## config.mk

```make
export PLATFORM = sky130hd
export DESIGN_NAME = moving_average_with_error_flat
export DESIGN_NICKNAME = d
export VERILOG_FILES = /design/src/rtl/mawe_pkg.sv /design/src/rtl/mawe_if.sv /design/src/rtl/moving_average_with_error.sv /design/src/rtl/mawe_ram.sv /design/src/rtl/mawe_queue.sv /design/src/rtl/mawe_div.sv /design/src/rtl/mawe_front.sv /design/src/rtl/mawe_back.sv /design/src/flat_wrapper.sv
export VERILOG_INCLUDE_DIRS = /design/src /design/src/rtl
export SDC_FILE = /design/constraint.sdc
export NUM_CORES = 2
export LEC_CHECK = 0
export BUFFER_PORTS_ARGS = -buffer_cell sky130_fd_sc_hd__buf_2
export CAP_MARGIN = 20
export CORE_MARGIN = 4
export CORE_UTILIZATION = 60
export DETAILED_ROUTE_END_ITERATION = 8
export HOLD_SLACK_MARGIN = 0.03
export PLACE_DENSITY = 0.72
export SLEW_MARGIN = 20
export SYNTH_ARGS = -nofsm -noshare
export SYNTH_HDL_FRONTEND = slang
export SYNTH_MEMORY_MAX_BITS = 65536
export SYNTH_SLANG_ARGS = --single-unit
```

## constraint.sdc

```tcl
create_clock -name clk -period 8.9 [get_ports clk]
set_input_delay 1.335 -clock clk [delete_from_list [all_inputs] [get_ports clk]]
set_output_delay 1.335 -clock clk [all_outputs]
set_load 0.03 [all_outputs]
```

## src/rtl/moving_average_with_error_assert.svh

```systemverilog
// assertion macros shared by the moving average rtl
// expects clk and rst_n in the scope of the module that uses them
`ifndef MOVING_AVERAGE_WITH_ERROR_ASSERT_SVH
`define MOVING_AVERAGE_WITH_ERROR_ASSERT_SVH

// same-cycle implication
`define MAWE_ASSERT_IMP(label, ante, cons, msg) \
    label: assert property (@(posedge clk) disable iff (!rst_n) (ante) |-> (cons)) \
        else $error(msg);

// next-cycle implication
`define MAWE_ASSERT_NXT(label, ante, cons, msg) \
    label: assert property (@(posedge clk) disable iff (!rst_n) (ante) |=> (cons)) \
        else $error(msg);

`endif

```

## src/rtl/mawe_pkg.sv

```systemverilog
// shared constants, width helpers and back end state type for the moving average block
// no dependencies
package mawe_pkg;

    localparam int MAX_WINDOW_DEF     = 256;
    localparam int SAMPLE_BITS_DEF    = 16;
    localparam int RUN_COUNT_BITS_DEF = 24;
    localparam int CFG_BITS           = 9;
    localparam int QUEUE_DEPTH        = 4;

    localparam logic [CFG_BITS-1:0] WINDOW_RESET = CFG_BITS'(4);

    typedef enum logic [2:0] {
        BK_IDLE,
        BK_AVG_DIV,
        BK_ERR,
        BK_MEAN_DIV,
        BK_OUT
    } bk_state_t;

    function automatic int addr_bits(input int max_window);
        return $clog2(max_window);
    endfunction

    function automatic int cnt_bits(input int max_window);
        return $clog2(max_window + 1);
    endfunction

    function automatic int sum_bits(input int max_window, input int sample_bits);
        return sample_bits + $clog2(max_window) + 1;
    endfunction

    function automatic int acc_bits(input int sample_bits, input int run_count_bits);
        return sample_bits + 1 + run_count_bits;
    endfunction

    function automatic int entry_bits(input int max_window, input int sample_bits);
        return sum_bits(max_window, sample_bits) + cnt_bits(max_window) + sample_bits + 1;
    endfunction

    function automatic int div_n_bits(input int max_window, input int sample_bits,
                                      input int run_count_bits);
        int s;
        int a;
        s = sum_bits(max_window, sample_bits);
        a = acc_bits(sample_bits, run_count_bits);
        return (s > a) ? s : a;
    endfunction

    function automatic int div_d_bits(input int max_window, input int run_count_bits);
        int c;
        c = cnt_bits(max_window);
        return (c > run_count_bits) ? c : run_count_bits;
    endfunction

endpackage

```

## src/rtl/mawe_if.sv

```systemverilog
// valid/ready channel interfaces: sample input, result output, window length config
// depends on mawe_pkg
interface mawe_in_if #(
    parameter int SAMPLE_BITS = mawe_pkg::SAMPLE_BITS_DEF
);
    import mawe_pkg::*;

    logic                          valid;
    logic                          ready;
    logic signed [SAMPLE_BITS-1:0] reading;
    logic signed [SAMPLE_BITS-1:0] reference;
    logic                          last;

    modport source (output valid, output reading, output reference, output last, input ready);
    modport sink   (input valid, input reading, input reference, input last, output ready);
endinterface

interface mawe_out_if #(
    parameter int SAMPLE_BITS = mawe_pkg::SAMPLE_BITS_DEF
);
    import mawe_pkg::*;

    logic                          valid;
    logic                          ready;
    logic signed [SAMPLE_BITS-1:0] average;
    logic signed [SAMPLE_BITS:0]   error;
    logic        [SAMPLE_BITS-1:0] mean_abs_error;
    logic                          run_done;

    modport source (output valid, output average, output error, output mean_abs_error,
                    output run_done, input ready);
    modport sink   (input valid, input average, input error, input mean_abs_error,
                    input run_done, output ready);
endinterface

interface mawe_cfg_if;
    import mawe_pkg::*;

    logic                valid;
    logic                ready;
    logic [CFG_BITS-1:0] data;

    modport source (output valid, output data, input ready);
    modport sink   (input valid, input data, output ready);
endinterface

```

## src/rtl/moving_average_with_error.sv

```systemverilog
// top level of the moving average block with error statistics
// depends on mawe_pkg, mawe_if, mawe_ram, mawe_queue, mawe_div, mawe_front, mawe_back
//
// sample channel: one word per sample, a Q3.12 reading, its clean reference and a
// last flag that closes the run. result channel: one word per sample with the
// moving average, reference minus average, and on the last word the mean absolute
// error of the run (zero otherwise). cfg channel: writes the window length, is
// always ready, and restarts the run; write it only while no sample is in flight.
// the front end takes a sample a cycle while its queue has room and pushes the
// window sum into the queue in the cycle after. the back end handles one queued word
// at a time on a shared bit-serial divider of DN bits (41 with default parameters):
// it pops a word and divides the sum by the count, forms the error and adds its
// magnitude to the run's error sum, on the last word of a run divides that sum by the
// run length for the mean, and pops no new word until the result word is taken.
// reset sets the window length to 4 and empties the run, queue and pipeline.
// when the receiver holds off ready, the finished word stays in the output
// register, the back end waits, and the front end keeps taking samples until the
// queue is full, then drops its own ready.
module moving_average_with_error #(
    parameter int MAX_WINDOW     = mawe_pkg::MAX_WINDOW_DEF,
    parameter int SAMPLE_BITS    = mawe_pkg::SAMPLE_BITS_DEF,
    parameter int RUN_COUNT_BITS = mawe_pkg::RUN_COUNT_BITS_DEF
) (
    input  logic        clk,
    input  logic        rst_n,
    mawe_in_if.sink     sample,
    mawe_out_if.source  result,
    mawe_cfg_if.sink    cfg
);
    import mawe_pkg::*;

    localparam int AW = addr_bits(MAX_WINDOW);
    localparam int EW = entry_bits(MAX_WINDOW, SAMPLE_BITS);
    localparam int DN = div_n_bits(MAX_WINDOW, SAMPLE_BITS, RUN_COUNT_BITS);
    localparam int DD = div_d_bits(MAX_WINDOW, RUN_COUNT_BITS);
    localparam int QC = $clog2(QUEUE_DEPTH + 1);

    logic                   run_clear;
    logic                   push;
    logic [EW-1:0]          push_data;
    logic                   pop;
    logic [EW-1:0]          pop_data;
    logic [QC-1:0]          q_count;
    logic                   q_empty;
    logic                   ram_we;
    logic [AW-1:0]          ram_waddr;
    logic [SAMPLE_BITS-1:0] ram_wdata;
    logic                   ram_re;
    logic [AW-1:0]          ram_raddr;
    logic [SAMPLE_BITS-1:0] ram_rdata;
    logic                   div_start;
    logic [DN-1:0]          div_dividend;
    logic [DD-1:0]          div_divisor;
    logic                   div_busy;
    logic                   div_done;
    logic [DN-1:0]          div_quotient;

    assign run_clear = cfg.valid && cfg.ready;

    mawe_front #(
        .MAX_WINDOW  (MAX_WINDOW),
        .SAMPLE_BITS (SAMPLE_BITS)
    ) u_front (
        .clk       (clk),
        .rst_n     (rst_n),
        .sample    (sample),
        .cfg       (cfg),
        .q_count   (q_count),
        .push      (push),
        .push_data (push_data),
        .ram_we    (ram_we),
        .ram_waddr (ram_waddr),
        .ram_wdata (ram_wdata),
        .ram_re    (ram_re),
        .ram_raddr (ram_raddr),
        .ram_rdata (ram_rdata)
    );

    mawe_ram #(
        .WIDTH (SAMPLE_BITS),
        .DEPTH (MAX_WINDOW)
    ) u_ring (
        .clk   (clk),
        .we    (ram_we),
        .waddr (ram_waddr),
        .wdata (ram_wdata),
        .re    (ram_re),
        .raddr (ram_raddr),
        .rdata (ram_rdata)
    );

    mawe_queue #(
        .WIDTH (EW),
        .DEPTH (QUEUE_DEPTH)
    ) u_queue (
        .clk       (clk),
        .rst_n     (rst_n),
        .push      (push),
        .push_data (push_data),
        .pop       (pop),
        .pop_data  (pop_data),
        .count     (q_count),
        .empty     (q_empty)
    );

    mawe_div #(
        .N (DN),
        .D (DD)
    ) u_div (
        .clk      (clk),
        .rst_n    (rst_n),
        .start    (div_start),
        .dividend (div_dividend),
        .divisor  (div_divisor),
        .busy     (div_busy),
        .done     (div_done),
        .quotient (div_quotient)
    );

    mawe_back #(
        .MAX_WINDOW     (MAX_WINDOW),
        .SAMPLE_BITS    (SAMPLE_BITS),
        .RUN_COUNT_BITS (RUN_COUNT_BITS)
    ) u_back (
        .clk          (clk),
        .rst_n        (rst_n),
        .run_clear    (run_clear),
        .q_empty      (q_empty),
        .pop          (pop),
        .pop_data     (pop_data),
        .div_start    (div_start),
        .div_dividend (div_dividend),
        .div_divisor  (div_divisor),
        .div_busy     (div_busy),
        .div_done     (div_done),
        .div_quotient (div_quotient),
        .result       (result)
    );
endmodule

```

## src/rtl/mawe_ram.sv

```systemverilog
// generic single write port, single read port ram with registered read-first output
// no dependencies
module mawe_ram #(
    parameter int WIDTH = 16,
    parameter int DEPTH = 256
) (
    input  logic                     clk,
    input  logic                     we,
    input  logic [$clog2(DEPTH)-1:0] waddr,
    input  logic [WIDTH-1:0]         wdata,
    input  logic                     re,
    input  logic [$clog2(DEPTH)-1:0] raddr,
    output logic [WIDTH-1:0]         rdata
);
    logic [WIDTH-1:0] mem [DEPTH];

    always_ff @(posedge clk)
    begin
        if (re)
        begin
            rdata <= mem[raddr];
        end
        if (we)
        begin
            mem[waddr] <= wdata;
        end
    end
endmodule

```

## src/rtl/mawe_queue.sv

```systemverilog
// small register queue between the front end and the back end
// no dependencies
module mawe_queue #(
    parameter int WIDTH = 8,
    parameter int DEPTH = 4
) (
    input  logic                       clk,
    input  logic                       rst_n,
    input  logic                       push,
    input  logic [WIDTH-1:0]           push_data,
    input  logic                       pop,
    output logic [WIDTH-1:0]           pop_data,
    output logic [$clog2(DEPTH+1)-1:0] count,
    output logic                       empty
);
    localparam int PW = (DEPTH > 1) ? $clog2(DEPTH) : 1;
    localparam int CW = $clog2(DEPTH + 1);

    logic [WIDTH-1:0] slot [DEPTH];
    logic [PW-1:0]    wr_ptr_reg, wr_ptr_next;
    logic [PW-1:0]    rd_ptr_reg, rd_ptr_next;
    logic [CW-1:0]    count_reg, count_next;

    always_comb
    begin
        wr_ptr_next = wr_ptr_reg;
        rd_ptr_next = rd_ptr_reg;
        if (push)
        begin
            wr_ptr_next = (wr_ptr_reg == PW'(DEPTH - 1)) ? '0 : wr_ptr_reg + PW'(1);
        end
        if (pop)
        begin
            rd_ptr_next = (rd_ptr_reg == PW'(DEPTH - 1)) ? '0 : rd_ptr_reg + PW'(1);
        end
        count_next = count_reg + CW'(push) - CW'(pop);
    end

    always_ff @(posedge clk or negedge rst_n)
    begin
        if (!rst_n)
        begin
            wr_ptr_reg <= '0;
            rd_ptr_reg <= '0;
            count_reg  <= '0;
        end
        else
        begin
            wr_ptr_reg <= wr_ptr_next;
            rd_ptr_reg <= rd_ptr_next;
            count_reg  <= count_next;
        end
    end

    always_ff @(posedge clk)
    begin
        if (push)
        begin
            slot[wr_ptr_reg] <= push_data;
        end
    end

    assign pop_data = slot[rd_ptr_reg];
    assign count    = count_reg;
    assign empty    = (count_reg == '0);
endmodule

```

## src/rtl/mawe_div.sv

```systemverilog
// shared restoring divider, one quotient bit per cycle
// no dependencies
module mawe_div #(
    parameter int N = 41,
    parameter int D = 24
) (
    input  logic         clk,
    input  logic         rst_n,
    input  logic         start,
    input  logic [N-1:0] dividend,
    input  logic [D-1:0] divisor,
    output logic         busy,
    output logic         done,
    output logic [N-1:0] quotient
);
    localparam int CW = $clog2(N + 1);

    logic [D-1:0]  rem_reg, rem_next;
    logic [N-1:0]  quo_reg, quo_next;
    logic [D-1:0]  dsr_reg, dsr_next;
    logic [CW-1:0] cnt_reg, cnt_next;
    logic          busy_reg, busy_next;
    logic          done_reg, done_next;
    logic [D:0]    trial;
    logic [D:0]    diff;
    logic          ge;

    always_comb
    begin
        trial = {rem_reg, quo_reg[N-1]};
        diff  = trial - {1'b0, dsr_reg};
        ge    = (trial >= {1'b0, dsr_reg});

        rem_next  = rem_reg;
        quo_next  = quo_reg;
        dsr_next  = dsr_reg;
        cnt_next  = cnt_reg;
        busy_next = busy_reg;
        done_next = 1'b0;

        if (start)
        begin
            rem_next  = '0;
            quo_next  = dividend;
            dsr_next  = divisor;
            cnt_next  = CW'(N);
            busy_next = 1'b1;
        end
        else if (busy_reg)
        begin
            rem_next = ge ? diff[D-1:0] : trial[D-1:0];
            quo_next = {quo_reg[N-2:0], ge};
            cnt_next = cnt_reg - CW'(1);
            if (cnt_reg == CW'(1))
            begin
                busy_next = 1'b0;
                done_next = 1'b1;
            end
        end
    end

    always_ff @(posedge clk or negedge rst_n)
    begin
        if (!rst_n)
        begin
            busy_reg <= 1'b0;
            done_reg <= 1'b0;
            cnt_reg  <= '0;
        end
        else
        begin
            busy_reg <= busy_next;
            done_reg <= done_next;
            cnt_reg  <= cnt_next;
        end
    end

    always_ff @(posedge clk)
    begin
        rem_reg <= rem_next;
        quo_reg <= quo_next;
        dsr_reg <= dsr_next;
    end

    assign busy     = busy_reg;
    assign done     = done_reg;
    assign quotient = quo_reg;
endmodule

```

## src/rtl/mawe_front.sv

```systemverilog
// front end: takes sample words, keeps the window ring and running sum, queues sum and count
// depends on mawe_pkg, mawe_if, moving_average_with_error_assert.svh
`include "moving_average_with_error_assert.svh"

module mawe_front #(
    parameter int MAX_WINDOW  = mawe_pkg::MAX_WINDOW_DEF,
    parameter int SAMPLE_BITS = mawe_pkg::SAMPLE_BITS_DEF
) (
    input  logic                                                   clk,
    input  logic                                                   rst_n,
    mawe_in_if.sink                                                sample,
    mawe_cfg_if.sink                                               cfg,
    input  logic [$clog2(mawe_pkg::QUEUE_DEPTH+1)-1:0]             q_count,
    output logic                                                   push,
    output logic [mawe_pkg::entry_bits(MAX_WINDOW,SAMPLE_BITS)-1:0] push_data,
    output logic                                                   ram_we,
    output logic [$clog2(MAX_WINDOW)-1:0]                          ram_waddr,
    output logic [SAMPLE_BITS-1:0]                                 ram_wdata,
    output logic                                                   ram_re,
    output logic [$clog2(MAX_WINDOW)-1:0]                          ram_raddr,
    input  logic [SAMPLE_BITS-1:0]                                 ram_rdata
);
    import mawe_pkg::*;

    localparam int AW  = addr_bits(MAX_WINDOW);
    localparam int AW1 = AW + 1;
    localparam int CW  = cnt_bits(MAX_WINDOW);
    localparam int SW  = sum_bits(MAX_WINDOW, SAMPLE_BITS);
    localparam int LW  = (CFG_BITS > CW) ? CFG_BITS : CW;
    localparam int QW  = $clog2(QUEUE_DEPTH + 1) + 1;

    logic [CFG_BITS-1:0]           wl_reg, wl_next;
    logic [CW-1:0]                 filled_reg, filled_next;
    logic [AW-1:0]                 wp_reg, wp_next;
    logic signed [SW-1:0]          sum_reg, sum_next;
    logic                          s_valid_reg, s_valid_next;
    logic                          s_sub_reg;
    logic [CW-1:0]                 s_count_reg;
    logic signed [SAMPLE_BITS-1:0] s_x_reg;
    logic signed [SAMPLE_BITS-1:0] s_ref_reg;
    logic                          s_last_reg;

    logic                          fire;
    logic [LW-1:0]                 wl_ext;
    logic [CW-1:0]                 w_eff;
    logic                          full;
    logic [AW1-1:0]                wp_ext;
    logic [AW1-1:0]                w_ext;
    logic [AW1-1:0]                old_ext;
    logic [QW-1:0]                 room;
    logic signed [SW-1:0]          sum_new;

    always_comb
    begin
        // effective window, clamped to 1..MAX_WINDOW
        wl_ext = LW'(wl_reg);
        if (wl_ext == '0)
        begin
            w_eff = CW'(1);
        end
        else if (wl_ext > LW'(MAX_WINDOW))
        begin
            w_eff = CW'(MAX_WINDOW);
        end
        else
        begin
            w_eff = CW'(wl_ext);
        end
        full = (filled_reg >= w_eff);

        // ring slot of the sample leaving the window
        wp_ext  = {1'b0, wp_reg};
        w_ext   = AW1'(w_eff);
        old_ext = (wp_ext >= w_ext) ? (wp_ext - w_ext)
                                    : (wp_ext + AW1'(MAX_WINDOW) - w_ext);

        room         = QW'(q_count) + QW'(s_valid_reg);
        sample.ready = (room < QW'(QUEUE_DEPTH));
        fire         = sample.valid && sample.ready;
        cfg.ready    = 1'b1;

        ram_we    = fire;
        ram_waddr = wp_reg;
        ram_wdata = sample.reading;
        ram_re    = fire;
        ram_raddr = old_ext[AW-1:0];

        sum_new = sum_reg + SW'(s_x_reg)
                - (s_sub_reg ? SW'($signed(ram_rdata)) : SW'(0));

        push      = s_valid_reg;
        push_data = {s_last_reg, s_ref_reg, s_count_reg, sum_new};

        wl_next      = wl_reg;
        filled_next  = filled_reg;
        wp_next      = wp_reg;
        sum_next     = sum_reg;
        s_valid_next = fire;

        if (fire)
        begin
            if (sample.last)
            begin
                filled_next = '0;
                wp_next     = '0;
            end
            else
            begin
                filled_next = full ? filled_reg : (filled_reg + CW'(1));
                wp_next     = (wp_reg == AW'(MAX_WINDOW - 1)) ? '0 : (wp_reg + AW'(1));
            end
        end

        if (s_valid_reg)
        begin
            sum_next = s_last_reg ? SW'(0) : sum_new;
        end

        if (cfg.valid)
        begin
            wl_next     = cfg.data;
            filled_next = '0;
            wp_next     = '0;
            sum_next    = '0;
        end
    end

    always_ff @(posedge clk or negedge rst_n)
    begin
        if (!rst_n)
        begin
            wl_reg      <= WINDOW_RESET;
            filled_reg  <= '0;
            wp_reg      <= '0;
            sum_reg     <= '0;
            s_valid_reg <= 1'b0;
        end
        else
        begin
            wl_reg      <= wl_next;
            filled_reg  <= filled_next;
            wp_reg      <= wp_next;
            sum_reg     <= sum_next;
            s_valid_reg <= s_valid_next;
        end
    end

    always_ff @(posedge clk)
    begin
        if (fire)
        begin
            s_sub_reg   <= full;
            s_count_reg <= full ? w_eff : (filled_reg + CW'(1));
            s_x_reg     <= sample.reading;
            s_ref_reg   <= sample.reference;
            s_last_reg  <= sample.last;
        end
    end

    `MAWE_ASSERT_IMP(a_queue_room, push, QW'(q_count) < QW'(QUEUE_DEPTH), "queue overflow")
    `MAWE_ASSERT_NXT(a_last_clears, fire && sample.last, (filled_reg == '0) && (wp_reg == '0), "run not cleared after last word")
endmodule

```

## src/rtl/mawe_back.sv

```systemverilog
// back end: divides sum by count, forms error, accumulates abs error, reports mean on last
// depends on mawe_pkg, mawe_if, moving_average_with_error_assert.svh
`include "moving_average_with_error_assert.svh"

module mawe_back #(
    parameter int MAX_WINDOW     = mawe_pkg::MAX_WINDOW_DEF,
    parameter int SAMPLE_BITS    = mawe_pkg::SAMPLE_BITS_DEF,
    parameter int RUN_COUNT_BITS = mawe_pkg::RUN_COUNT_BITS_DEF
) (
    input  logic clk,
    input  logic rst_n,
    input  logic run_clear,
    input  logic q_empty,
    output logic pop,
    input  logic [mawe_pkg::entry_bits(MAX_WINDOW,SAMPLE_BITS)-1:0] pop_data,
    output logic div_start,
    output logic [mawe_pkg::div_n_bits(MAX_WINDOW,SAMPLE_BITS,RUN_COUNT_BITS)-1:0] div_dividend,
    output logic [mawe_pkg::div_d_bits(MAX_WINDOW,RUN_COUNT_BITS)-1:0] div_divisor,
    input  logic div_busy,
    input  logic div_done,
    input  logic [mawe_pkg::div_n_bits(MAX_WINDOW,SAMPLE_BITS,RUN_COUNT_BITS)-1:0] div_quotient,
    mawe_out_if.source result
);
    import mawe_pkg::*;

    localparam int SB  = SAMPLE_BITS;
    localparam int CW  = cnt_bits(MAX_WINDOW);
    localparam int SW  = sum_bits(MAX_WINDOW, SAMPLE_BITS);
    localparam int EW  = entry_bits(MAX_WINDOW, SAMPLE_BITS);
    localparam int ACW = acc_bits(SAMPLE_BITS, RUN_COUNT_BITS);
    localparam int DN  = div_n_bits(MAX_WINDOW, SAMPLE_BITS, RUN_COUNT_BITS);
    localparam int DD  = div_d_bits(MAX_WINDOW, RUN_COUNT_BITS);

    bk_state_t                 state_reg, state_next;
    logic                      sign_reg, sign_next;
    logic signed [SB-1:0]      ref_reg, ref_next;
    logic                      last_reg, last_next;
    logic signed [SB-1:0]      avg_reg, avg_next;
    logic signed [SB:0]        err_reg, err_next;
    logic [SB-1:0]             mean_reg, mean_next;
    logic [ACW-1:0]            acc_reg, acc_next;
    logic [RUN_COUNT_BITS-1:0] rc_reg, rc_next;

    logic signed [SW-1:0]      q_sum;
    logic [SW-1:0]             q_sum_mag;
    logic [CW-1:0]             q_cnt;
    logic signed [SB-1:0]      q_ref;
    logic                      q_last;
    logic signed [SB-1:0]      quo_lo;
    logic signed [SB:0]        err_w;
    logic [SB:0]               err_mag;
    logic                      sat;
    logic [ACW-1:0]            acc_upd;
    logic [RUN_COUNT_BITS-1:0] rc_upd;

    always_comb
    begin
        q_sum     = pop_data[SW-1:0];
        q_cnt     = pop_data[SW+CW-1:SW];
        q_ref     = pop_data[SW+CW+SB-1:SW+CW];
        q_last    = pop_data[EW-1];
        q_sum_mag = q_sum[SW-1] ? SW'(-q_sum) : SW'(q_sum);
        quo_lo    = div_quotient[SB-1:0];

        err_w   = (SB+1)'(ref_reg) - (SB+1)'(avg_reg);
        err_mag = err_w[SB] ? (SB+1)'(-err_w) : (SB+1)'(err_w);
        sat     = (rc_reg == '1);
        acc_upd = sat ? acc_reg : (acc_reg + ACW'(err_mag));
        rc_upd  = sat ? rc_reg : (rc_reg + RUN_COUNT_BITS'(1));

        state_next   = state_reg;
        sign_next    = sign_reg;
        ref_next     = ref_reg;
        last_next    = last_reg;
        avg_next     = avg_reg;
        err_next     = err_reg;
        mean_next    = mean_reg;
        acc_next     = acc_reg;
        rc_next      = rc_reg;
        pop          = 1'b0;
        div_start    = 1'b0;
        div_dividend = DN'(q_sum_mag);
        div_divisor  = DD'(q_cnt);

        unique case (state_reg)
            BK_IDLE:
            begin
                if (!q_empty)
                begin
                    pop        = 1'b1;
                    div_start  = 1'b1;
                    sign_next  = q_sum[SW-1];
                    ref_next   = q_ref;
                    last_next  = q_last;
                    state_next = BK_AVG_DIV;
                end
            end
            BK_AVG_DIV:
            begin
                if (div_done)
                begin
                    avg_next   = sign_reg ? -quo_lo : quo_lo;
                    state_next = BK_ERR;
                end
            end
            BK_ERR:
            begin
                err_next = err_w;
                acc_next = acc_upd;
                rc_next  = rc_upd;
                if (last_reg)
                begin
                    div_start    = 1'b1;
                    div_dividend = DN'(acc_upd);
                    div_divisor  = DD'(rc_upd);
                    state_next   = BK_MEAN_DIV;
                end
                else
                begin
                    mean_next  = '0;
                    state_next = BK_OUT;
                end
            end
            BK_MEAN_DIV:
            begin
                if (div_done)
                begin
                    mean_next  = div_quotient[SB-1:0];
                    acc_next   = '0;
                    rc_next    = '0;
                    state_next = BK_OUT;
                end
            end
            BK_OUT:
            begin
                if (result.ready)
                begin
                    state_next = BK_IDLE;
                end
            end
            default:
            begin
                state_next = BK_IDLE;
            end
        endcase

        if (run_clear)
        begin
            acc_next = '0;
            rc_next  = '0;
        end

        result.valid          = (state_reg == BK_OUT);
        result.average        = avg_reg;
        result.error          = err_reg;
        result.mean_abs_error = mean_reg;
        result.run_done       = last_reg;
    end

    always_ff @(posedge clk or negedge rst_n)
    begin
        if (!rst_n)
        begin
            state_reg <= BK_IDLE;
            acc_reg   <= '0;
            rc_reg    <= '0;
        end
        else
        begin
            state_reg <= state_next;
            acc_reg   <= acc_next;
            rc_reg    <= rc_next;
        end
    end

    always_ff @(posedge clk)
    begin
        sign_reg <= sign_next;
        ref_reg  <= ref_next;
        last_reg <= last_next;
        avg_reg  <= avg_next;
        err_reg  <= err_next;
        mean_reg <= mean_next;
    end

    `MAWE_ASSERT_IMP(a_div_free, div_start, !div_busy, "divider started while busy")
    `MAWE_ASSERT_IMP(a_mean_zero, result.valid && !result.run_done, result.mean_abs_error == '0, "mean set on a word that ends no run")
    `MAWE_ASSERT_IMP(a_run_cleared, (state_reg == BK_OUT) && last_reg, (acc_reg == '0) && (rc_reg == '0), "error sum not cleared at end of run")
endmodule

```

## src/flat_wrapper.sv

```systemverilog
// flat-port wrapper written by rule: the top's interface ports become plain ports
module moving_average_with_error_flat import mawe_pkg::*;
#(
    parameter int MAX_WINDOW     = mawe_pkg::MAX_WINDOW_DEF,
    parameter int SAMPLE_BITS    = mawe_pkg::SAMPLE_BITS_DEF,
    parameter int RUN_COUNT_BITS = mawe_pkg::RUN_COUNT_BITS_DEF
)
  (clk, rst_n, sample_valid, sample_reading, sample_reference, sample_last, sample_ready, result_valid, result_average, result_error, result_mean_abs_error, result_run_done, result_ready, cfg_valid, cfg_data, cfg_ready);
  mawe_in_if #(.SAMPLE_BITS(SAMPLE_BITS)) sample_i ();
  mawe_out_if #(.SAMPLE_BITS(SAMPLE_BITS)) result_i ();
  mawe_cfg_if cfg_i ();
  input  logic clk;
  input  logic rst_n;
  input wire logic [$bits(sample_i.valid)-1:0] sample_valid;
  input wire logic [$bits(sample_i.reading)-1:0] sample_reading;
  input wire logic [$bits(sample_i.reference)-1:0] sample_reference;
  input wire logic [$bits(sample_i.last)-1:0] sample_last;
  output wire logic [$bits(sample_i.ready)-1:0] sample_ready;
  output wire logic [$bits(result_i.valid)-1:0] result_valid;
  output wire logic [$bits(result_i.average)-1:0] result_average;
  output wire logic [$bits(result_i.error)-1:0] result_error;
  output wire logic [$bits(result_i.mean_abs_error)-1:0] result_mean_abs_error;
  output wire logic [$bits(result_i.run_done)-1:0] result_run_done;
  input wire logic [$bits(result_i.ready)-1:0] result_ready;
  input wire logic [$bits(cfg_i.valid)-1:0] cfg_valid;
  input wire logic [$bits(cfg_i.data)-1:0] cfg_data;
  output wire logic [$bits(cfg_i.ready)-1:0] cfg_ready;
  assign sample_i.valid = sample_valid;
  assign sample_i.reading = sample_reading;
  assign sample_i.reference = sample_reference;
  assign sample_i.last = sample_last;
  assign sample_ready = sample_i.ready;
  assign result_valid = result_i.valid;
  assign result_average = result_i.average;
  assign result_error = result_i.error;
  assign result_mean_abs_error = result_i.mean_abs_error;
  assign result_run_done = result_i.run_done;
  assign result_i.ready = result_ready;
  assign cfg_i.valid = cfg_valid;
  assign cfg_i.data = cfg_data;
  assign cfg_ready = cfg_i.ready;
  moving_average_with_error #(.MAX_WINDOW(MAX_WINDOW), .SAMPLE_BITS(SAMPLE_BITS), .RUN_COUNT_BITS(RUN_COUNT_BITS)) u_core (.clk(clk), .rst_n(rst_n), .sample(sample_i), .result(result_i), .cfg(cfg_i));
endmodule
```

==> key figures <==
STA
  • Max Slew Vio Count: 0
  • Rel. slew slack: 0.218
  • Setup TNS Final: 0 ns
  • Skew final: 0.0680 ns
  • Hold Vio Cnt, Final: 0
  • Period utilization: 0.723
  • Final Setup Violations: 0
  • Fin Hold WS: 0.421 ns
  • Fin crit period: 6.44 ns
  • Final WS setup: 2.46 ns
  • Slew @ Worst Pin: 1.17 ns
  • Fmax: 155 MHz
  • Unrepaired setup endpoints after global routing: false

Layout
  • Final-layout fill cell count: 18,900
  • Layout cells sized above 1: 0.259
  • Max reg flops: 4,096
  • Area grow syn2layout: 12.1%
  • Top flop regs: u_core.u_ring.mem (4096), u_core.u_queue.slot (204)
  • Core Util, Final: 0.677
  • Net count reported at finish: 9,668
  • Most flop-heavy register: u_core.u_ring.mem

Routing
  • DR pass1 iterations: 7
  • DR DRC count: 0
  • Post-route ant nets: 0
  • Final wirelength: 460,000 um
  • DR WL/cell: 32.9 um
  • Number of vias per cell: 6.70
  • DRT iter0 DRCs: 13,100
  • Via count: 93,700

Global route
  • Vias in the first global route: 93,100
  • Global-route wire length before repair: 667,000 um
  • Largest net degree at the start of global routing: 168
  • GRT Util Overall: 0.291
  • Grt ovf: 0
  • Initial antenna violation count: 34

Yosys
  • Synth area leader: edfxtp_1
  • Synthesis-stage register bit count: 4,650
  • Top cell type's share of synthesized area: 0.729
  • Ys async rst share: 0.0290
  • Syn_area_per_cell: 20.5 um2
  • Top post-synthesis cells by count: edfxtp_1, mux4_2, nand2_1
  • Syn nets: 9,205
  • Share of the yosys chip area belonging to registers: 0.750
  • Number of distinct library cells after synthesis: 88
  • Most common cell in the netlist: edfxtp_1
  • Syn Std Cell Area: 185,000 um2
  • Top cells by area, synth: edfxtp_1, mux4_2, dfrtp_1
  • Yosys warns: 0
  • Top_reg_cell synth: edfxtp_1
  • Synthesized instance count: 9,010
  • Post-synth EDFFs: 4,491

Power
  • Final Power: 57,600 uW
  • Leakage power: 0.0669 uW
  • Worst VDD drop: 0.203 mV
  • PD cells: 278 nW/um2

Setup path
  • Critical Path Start: u_core.u_front.wl_ext[5]
  • Worst r2r src: u_core.u_front.wl_ext[5]
  • Critical path startpoint category: flip-flop
  • CP peak stage delay: 1.29 ns
  • WP data arrival: 7.21 ns
  • CP max FO: 57
  • Worst Path Required: 9.67 ns
  • Slowest CP cell: fa_4
  • CP Cell Sequence: nor4_1 -> a21oi_1 -> nor2_1 -> ha_4 -> inv_1 -> fa_4 -> buf_16 -> buf_12 -> buf_4 -> buf_4 -> mux4_2 -> mux2i_1 -> a32o_1 -> o21ai_0 -> nand4_1 -> nor4_1
  • Crit end category: flip-flop
  • Setup Crit Path Kind: flip-flop to flip-flop

Place
  • IO buf count: 98
  • Dpl hpwl: 262,000 um
  • Routability congestion estimate: 0.902
  • Placement Setup Slack: 2.51 ns

Clock tree
  • Clock latency on the worst-skew pair: 1.00 ns
  • CTS tree: built
  • Worst-path clk slew: 0.06 ns
  • Clock buffer count from CTS: 453
  • Clk sinks: 4,650
  • CTS HTree Levels: 5
  • Post-CTS setup buffers: 0
  • CTS root buf: clkbuf_16
  • Max clock buf depth: 4
  • CTS Hold Bufs: 0
  • CTS resizes: 0

Floorplan
  • FP Rows: 203
  • Die Area: 317,000 um2
  • Die height: 563 um
  • I/O pin cnt: 100
  • Starting Density: 0.604
  • CORE AREA: 306,000 um2
  • Die Wd: 563 um

Min path
  • HP Class: input pin to async pin

Run status
  • Status: finished clean

Flow run
  • Max-cap violations: 0
-- per-stage QoR --
step / instances / cell area (um2)
after CTS: 14000 / 207000
after global routing: 14000 / 207000
after floorplan: 9010 / 185000
after detailed placement: 13100 / 192000
after global placement: 13100 / 192000
final: 14000 / 207000
-- worst max-delay path: cells and delay by family (launching register included) --
kind                       cells  cell delay (ns)
and+or+nand+nor                4             1.62
DFF                            1             0.39
buffers and inverters          5             1.51
adders and majority gates      2             1.48
muxes                          2             0.29
AOI/OAI and AO/OA              3             0.82
-- where the power goes --
group / switching (uW) / internal [uW]
Clock: 8180 / 10800
Sequential: 438 / 25200
Combinational: 7590 / 5450
-- routing by layer --
layer,track usage,wire length [um],up-vias
met5,0,127,-
met4,0.101,17700,16
met3,0.0644,50300,873
met2,0.453,221000,5648
met1,0.418,171000,49300
li1,-,-,37900
-- worst paths after layout --
kind	endpoint	slack [ns]	cells after the start
min reg2reg	u_core.u_queue.slot[0][30]	0.49	0
min	u_core.u_back.acc_reg[40]	0.42	1
max reg2reg	u_core.u_ring.rdata[0]	2.46	16
max	u_core.u_ring.rdata[0]	2.46	16
max in group asynchronous	u_core.u_queue.rd_ptr_reg[0]	7.01	2
min in group clk	u_core.u_queue.slot[0][30]	0.49	0
-- area by class of cell --
cell class | count | area [um2] | area share
clock buffer | 547 | 11800 | 0.0570
multi-input combinational | 3719 | 44000 | 0.212
inverter | 179 | 672 | 0.00324
timing repair buffer | 470 | 3860 | 0.0186
antenna | 21 | 52.6 | 0.000254
clock inverter | 303 | 3010 | 0.0145
sequential | 4650 | 139000 | 0.669
tap | 4100 | 5130 | 0.0247
-- kinds of logic (layout without fill, tap and decap cells) --
| kind of cell | Yosys count | after routing | synth area share |
|---|---|---|---|
| other cells | 1 | 22 | 0.0000203 |
| compound gates | 680 | 680 | 0.0231 |
| mux | 1358 | 1358 | 0.161 |
| buf+inv | 641 | 1499 | 0.0143 |
| flops | 4650 | 4650 | 0.750 |
| simple gates | 1348 | 1348 | 0.0322 |
| xor+xnor | 184 | 184 | 0.00871 |
| fa+ha+maj | 148 | 148 | 0.0112 |
-- layout by cell type, fill, tap and decap left out, drive strengths merged, types with 58 or more instances in the layout --
| master | Yosys | final |
|---|---|---|
| a21oi | 166 | 166 |
| xnor2 | 105 | 105 |
| dfrtp | 134 | 134 |
| clkbuf | 291 | 547 |
| o21ai | 206 | 206 |
| buf | 171 | 470 |
| inv | 178 | 187 |
| xor2 | 79 | 79 |
| nor2 | 462 | 462 |
| nand3 | 117 | 117 |
| clkinv | 1 | 236 |
| a31oi | 58 | 58 |
| nand2 | 487 | 487 |
| edfxtp | 4491 | 4491 |
| ha | 119 | 119 |
| mux4 | 1282 | 1282 |
Power figures use the tool's default switching activity.
